**src/hdl/bsmt_pkg.sv**
```systemverilog
`timescale 1ns / 1ps
// ----------------------------------------------------------------------------
// bsmt_pkg
// Shared types and constants for the backing store map table.
// ----------------------------------------------------------------------------
package bsmt_pkg;

    // Default sizing, handed to the top level parameters
    localparam int STORE_COUNT_DEF = 8;
    localparam int PROC_COUNT_DEF  = 64;
    localparam int PAGE_SHIFT_DEF  = 12;

    // Fixed field widths
    localparam int PAGE_W   = 20;
    localparam int COUNT_W  = 9;
    localparam int OFFSET_W = 8;

    // Allocate only scans stores the 3-bit store field can name
    localparam int FIELD_STORES = 8;

    // Page count saturation limit
    localparam logic [COUNT_W-1:0] MAX_PAGES = 9'd256;

    // Request codes
    typedef enum logic [1:0] {
        ACT_ALLOC  = 2'd0,
        ACT_FREE   = 2'd1,
        ACT_MAP    = 2'd2,
        ACT_LOOKUP = 2'd3
    } t_action;

    // Response codes
    typedef enum logic [1:0] {
        STAT_OK      = 2'd0,
        STAT_NO_FREE = 2'd1,
        STAT_NO_MAP  = 2'd2
    } t_status;

    // One table entry: use mark, base page, page count
    typedef struct packed {
        logic               used;
        logic [PAGE_W-1:0]  base;
        logic [COUNT_W-1:0] count;
    } t_slot;

    // Range check outcome
    typedef struct packed {
        logic                hit;
        logic [OFFSET_W-1:0] offset;
    } t_match;

endpackage

```
**src/hdl/bsmt_range_cmp.sv**
```systemverilog
`timescale 1ns / 1ps
// ----------------------------------------------------------------------------
// bsmt_range_cmp
// Shared range check: base <= page < base + count, with page offset.
// ----------------------------------------------------------------------------
module bsmt_range_cmp
    import bsmt_pkg::*;
(
    input  t_slot             i_slot,
    input  logic [PAGE_W-1:0] i_page,
    output t_match            o_match
);

    logic [PAGE_W:0]   w_hi;
    logic [PAGE_W-1:0] w_diff;

    // Upper bound computed one bit wider, so no wrap
    assign w_hi   = {1'b0, i_slot.base} + {{(PAGE_W + 1 - COUNT_W){1'b0}}, i_slot.count};
    assign w_diff = i_page - i_slot.base;

    assign o_match.hit    = i_slot.used && (i_page >= i_slot.base) && ({1'b0, i_page} < w_hi);
    assign o_match.offset = w_diff[OFFSET_W-1:0];

endmodule

```
**config.mk**
```make
export PLATFORM = sky130hd
export DESIGN_NAME = bsmt_range_cmp
export DESIGN_NICKNAME = d
export VERILOG_FILES = /design/src/hdl/bsmt_pkg.sv /design/src/hdl/bsmt_range_cmp.sv
export SDC_FILE = /design/constraint.sdc
export NUM_CORES = 1
export LEC_CHECK = 0
export BUFFER_PORTS_ARGS = -buffer_cell sky130_fd_sc_hd__buf_4
export CORE_ASPECT_RATIO = 0.8
export CORE_UTILIZATION = 30
export DETAILED_ROUTE_END_ITERATION = 6
export SYNTH_ARGS = -nofsm -noshare
export SYNTH_HDL_FRONTEND = slang
export SYNTH_SLANG_ARGS = --single-unit
```
**constraint.sdc**
```tcl
create_clock -name vclk -period 5.5
set_clock_uncertainty 0.2 [all_clocks]
set_input_delay 0 -clock vclk [all_inputs]
set_output_delay 0 -clock vclk [all_outputs]
set_load 0.01 [all_outputs]
```
**Word level (Yosys, flattened, before mapping)**

Index checks and enable logic that the tools add are counted.

- Register bits: 0
- Logic and storage cells: 6

- Add/subtract/negate cells: 2
- $lt $le $gt $ge: 2
- Reduce and logical (&&, ||, !) cells: 2

Operators with widths:

| cell | number |
|---|---|
| 20-bit by 9-bit adder with 21-bit output | 1 |
| 20-bit by 21-bit < comparator with 1-bit output | 1 |
| 20-bit greater-or-equal comparator | 1 |
| 8-bit subtractor | 1 |
| 1-bit logical AND | 2 |

**Logic depth before layout (Yosys ltp)**

- Word-level depth: 3
- Mapped depth: 15
- Depth with buffers taken out: 15

**Least setup slack after synthesis**

Ideal clock, no wire load.

- Kind: input to output
- Start: in i_slot[0] in the netlist's numbering
- End: out o_match[8] in the netlist's numbering
- Arrival: 2.786 ns
- Required time: 5.300 ns
- Setup slack: 2.514 ns
- Stages on the path: 15
- Buffers on the path: 0
- Cells stage by stage: ha_1 inv_1 fa_1 and2b_1 o211ai_1 a31o_1 a21oi_4 nand3_1 xnor2_1 ha_1 a21oi_1 o21ai_0 a221oi_1 o311ai_0 a221oi_2

RTL lines:

| element | RTL line | source |
|---|---|---|
| start, declared | bsmt_range_cmp.sv:9 | `input t_slot i_slot,` |
| end, declared | bsmt_range_cmp.sv:11 | `output t_match o_match` |

==> flow_summary_export.csv <==
group,metric,value,unit
grt,grt_max_degree,7,
synth,syn_avg_cell_area,7.59,µm²
run,drv_cap,0,
drt,routed_wl,4010,µm
synth,synthAdderAreaFrac,0.391,
floorplanning,initial_core_util,0.320,
finish,design_area,0.00216,mm²
worst_setup_path,path_class,"in -> out",
worst_setup_path,critPathLaunchType,"input pin",
sta,finalCriticalPeriod,3.49,ns
finish,fillers,568,
sta,worstMarginPinSlew,0.425,ns
synth,synth-simple-area-share,0.196,
cts,postCtsSetupBuffers,0,
cts,cts-resized-gates,0,
worst_setup_path,cp-end-kind,"output pin",
synth,synthXorXnorAreaFrac,0.118,
pwr,ir_drop,40.4,µV
drt,ant_nets,0,
synth,ys_warn_count,0,
sta,maxSlewHeadroom,0.713,
synth,synth_mux_area_frac,0,
drt,drt_iter0_markers,63,
finish,final_cell_mix,"buf_4, ha_1, inv_1",
finish,area_delta_synth_final,31.8,%
hold_path,hp-class,"in -> out",
floorplanning,die_h,68.1,µm
placement,dpl_cell_area,0.00216,mm²
finish,finalNetCount,377,
pwr,power,0.219,mW
cts,hold_buffers,0,
grt,first_global_vias,1474,
sta,timing.final.crit_share,0.635,
placement,dp_hpwl,3720,µm
synth,synth_nets,316,
synth,synth_compound_area_frac,0.227,
sta,setup_violations,0,
sta,fin_setup_tns,0,ns
placement,place_ws,2.00,ns
synth,synth_top_family_by_area,"adder cells",
drt,viasPerCell,4.85,
drt,dr.pass1.iters,7,
drt,vias,1633,
finish,final_common_cell,"buf_4",
placement,port_buffers,59,
grt,antenna_found_initial,0,
synth,syn_area,0.00164,mm²
floorplanning,core,0.00512,mm²
outcome,outcome,"complete, but fails checks",
floorplanning,fp.dieW,84.6,µm
pwr,power_leakage,1.14,nW
sta,hold_viol_final,0,
finish,clkbuf_count,0,
outcome,violations,"DRC",
worst_setup_path,cp_data_arrival_time,3.29,ns
grt,overflow,0,
synth,yosysSeqAreaShare,0,
floorplanning,top_level_ports,59,
sta,clock.fmax,286,MHz
synth,ys_types,37,
finish,seq_cell_count,0,
pwr,powerDensity,101,mW/mm²
finish,num_antenna_cells,0,
sta,rsz0062_at_grt,"false",
worst_setup_path,worstPathRequired,5.30,ns
placement,gp_congestion,0.756,
sta,worst_slack,2.01,ns
worst_setup_path,worstPathMaxFanout,6,
sta,drv_slew,0,
grt,grt_usage,0.138,
drt,routedWlPerCell,11.9,µm
finish,drive_above_1_share,0.251,
synth,synthCells,216,
floorplanning,die-area,0.00576,mm²
drt,drc,3,
floorplanning,rows,23,
grt,grt_pass1_wl,6560,µm
finish,seq_area,0,µm²
[metal layers]
metal	track usage	up-vias	part of all wire
met5	0	-	0
met4	0	0	0
met3	0.00362	0	0.038
met2	0.224	32	0.40
met1	0.216	705	0.56
li1	-	896	-
[synth_stat cells, drive strengths merged (2+ instances only)]
master,number,area share
o211ai,2,0.012
a211o,2,0.011
or2,2,0.0076
nand2,16,0.037
fa,2,0.024
nand2b,4,0.015
xor2,4,0.021
a21o,6,0.027
and4,3,0.016
a21oi,22,0.074
ha,48,0.37
and3,3,0.011
o21ai,12,0.037
nand3,7,0.021
xnor2,18,0.096
nor3,4,0.018
inv,30,0.069
nor2,7,0.016
nor2b,7,0.030
a221oi,2,0.015
nand4,5,0.019
[worst paths after layout]
check,end,startpoint,cells past startpoint,slack [ns]
worst min-delay path,o_match[8],i_slot[29],4,0.13
worst max-delay path,o_match[8],i_slot[9],17,2.01
[cell type report]
cell class	count	area, µm²	area share
Timing Repair Buffer	59	443	0.205
Tap cell	62	77.6	0.0359
Inverter	30	113	0.0521
Multi-Input combinational cell	186	1530	0.707
[logic make-up after synthesis]
| kind of cell | count (synthesis) |
|---|---|
| AO/OA/AOI/OAI | 55 |
| XOR/XNOR | 22 |
| adder cells (fa/ha/maj) | 50 |
| buffers and inverters | 30 |
| AND/OR/NAND/NOR | 59 |
[worst max-delay path, cell delays in order]
cell and delay, ns:
buf_4 0.09, ha_1 0.14, inv_1 0.05, fa_1 0.41
and2b_1 0.24, o211ai_1 0.10, a31o_1 0.29, a21oi_4 0.23
nand3_1 0.12, xnor2_1 0.14, ha_1 0.29, a21oi_1 0.14
o21ai_0 0.10, a221oi_1 0.31, o311ai_0 0.22, a221oi_2 0.26
buf_4 0.16
[stage by stage]
step / util / hold WS (ns) / cells
detailed placement: 0.422 / 0.132 / 337
CTS: 0.422 / 0.132 / 337
global route: 0.422 / 0.172 / 337
floorplan: - / -0.114 / 216
global placement: 0.422 / 0.136 / 337
finish: 0.422 / 0.130 / 337
[power breakdown]
part / total, mW / switching (mW) / leakage (nW) / internal, mW
sequential: 0 / 0 / 0 / 0
combinational: 0.219 / 0.109 / 1.14 / 0.110
clock: 0 / 0 / 0 / 0
total: 0.219 / 0.109 / 1.14 / 0.110
Note: power is estimated with default switching activity, not from simulation.
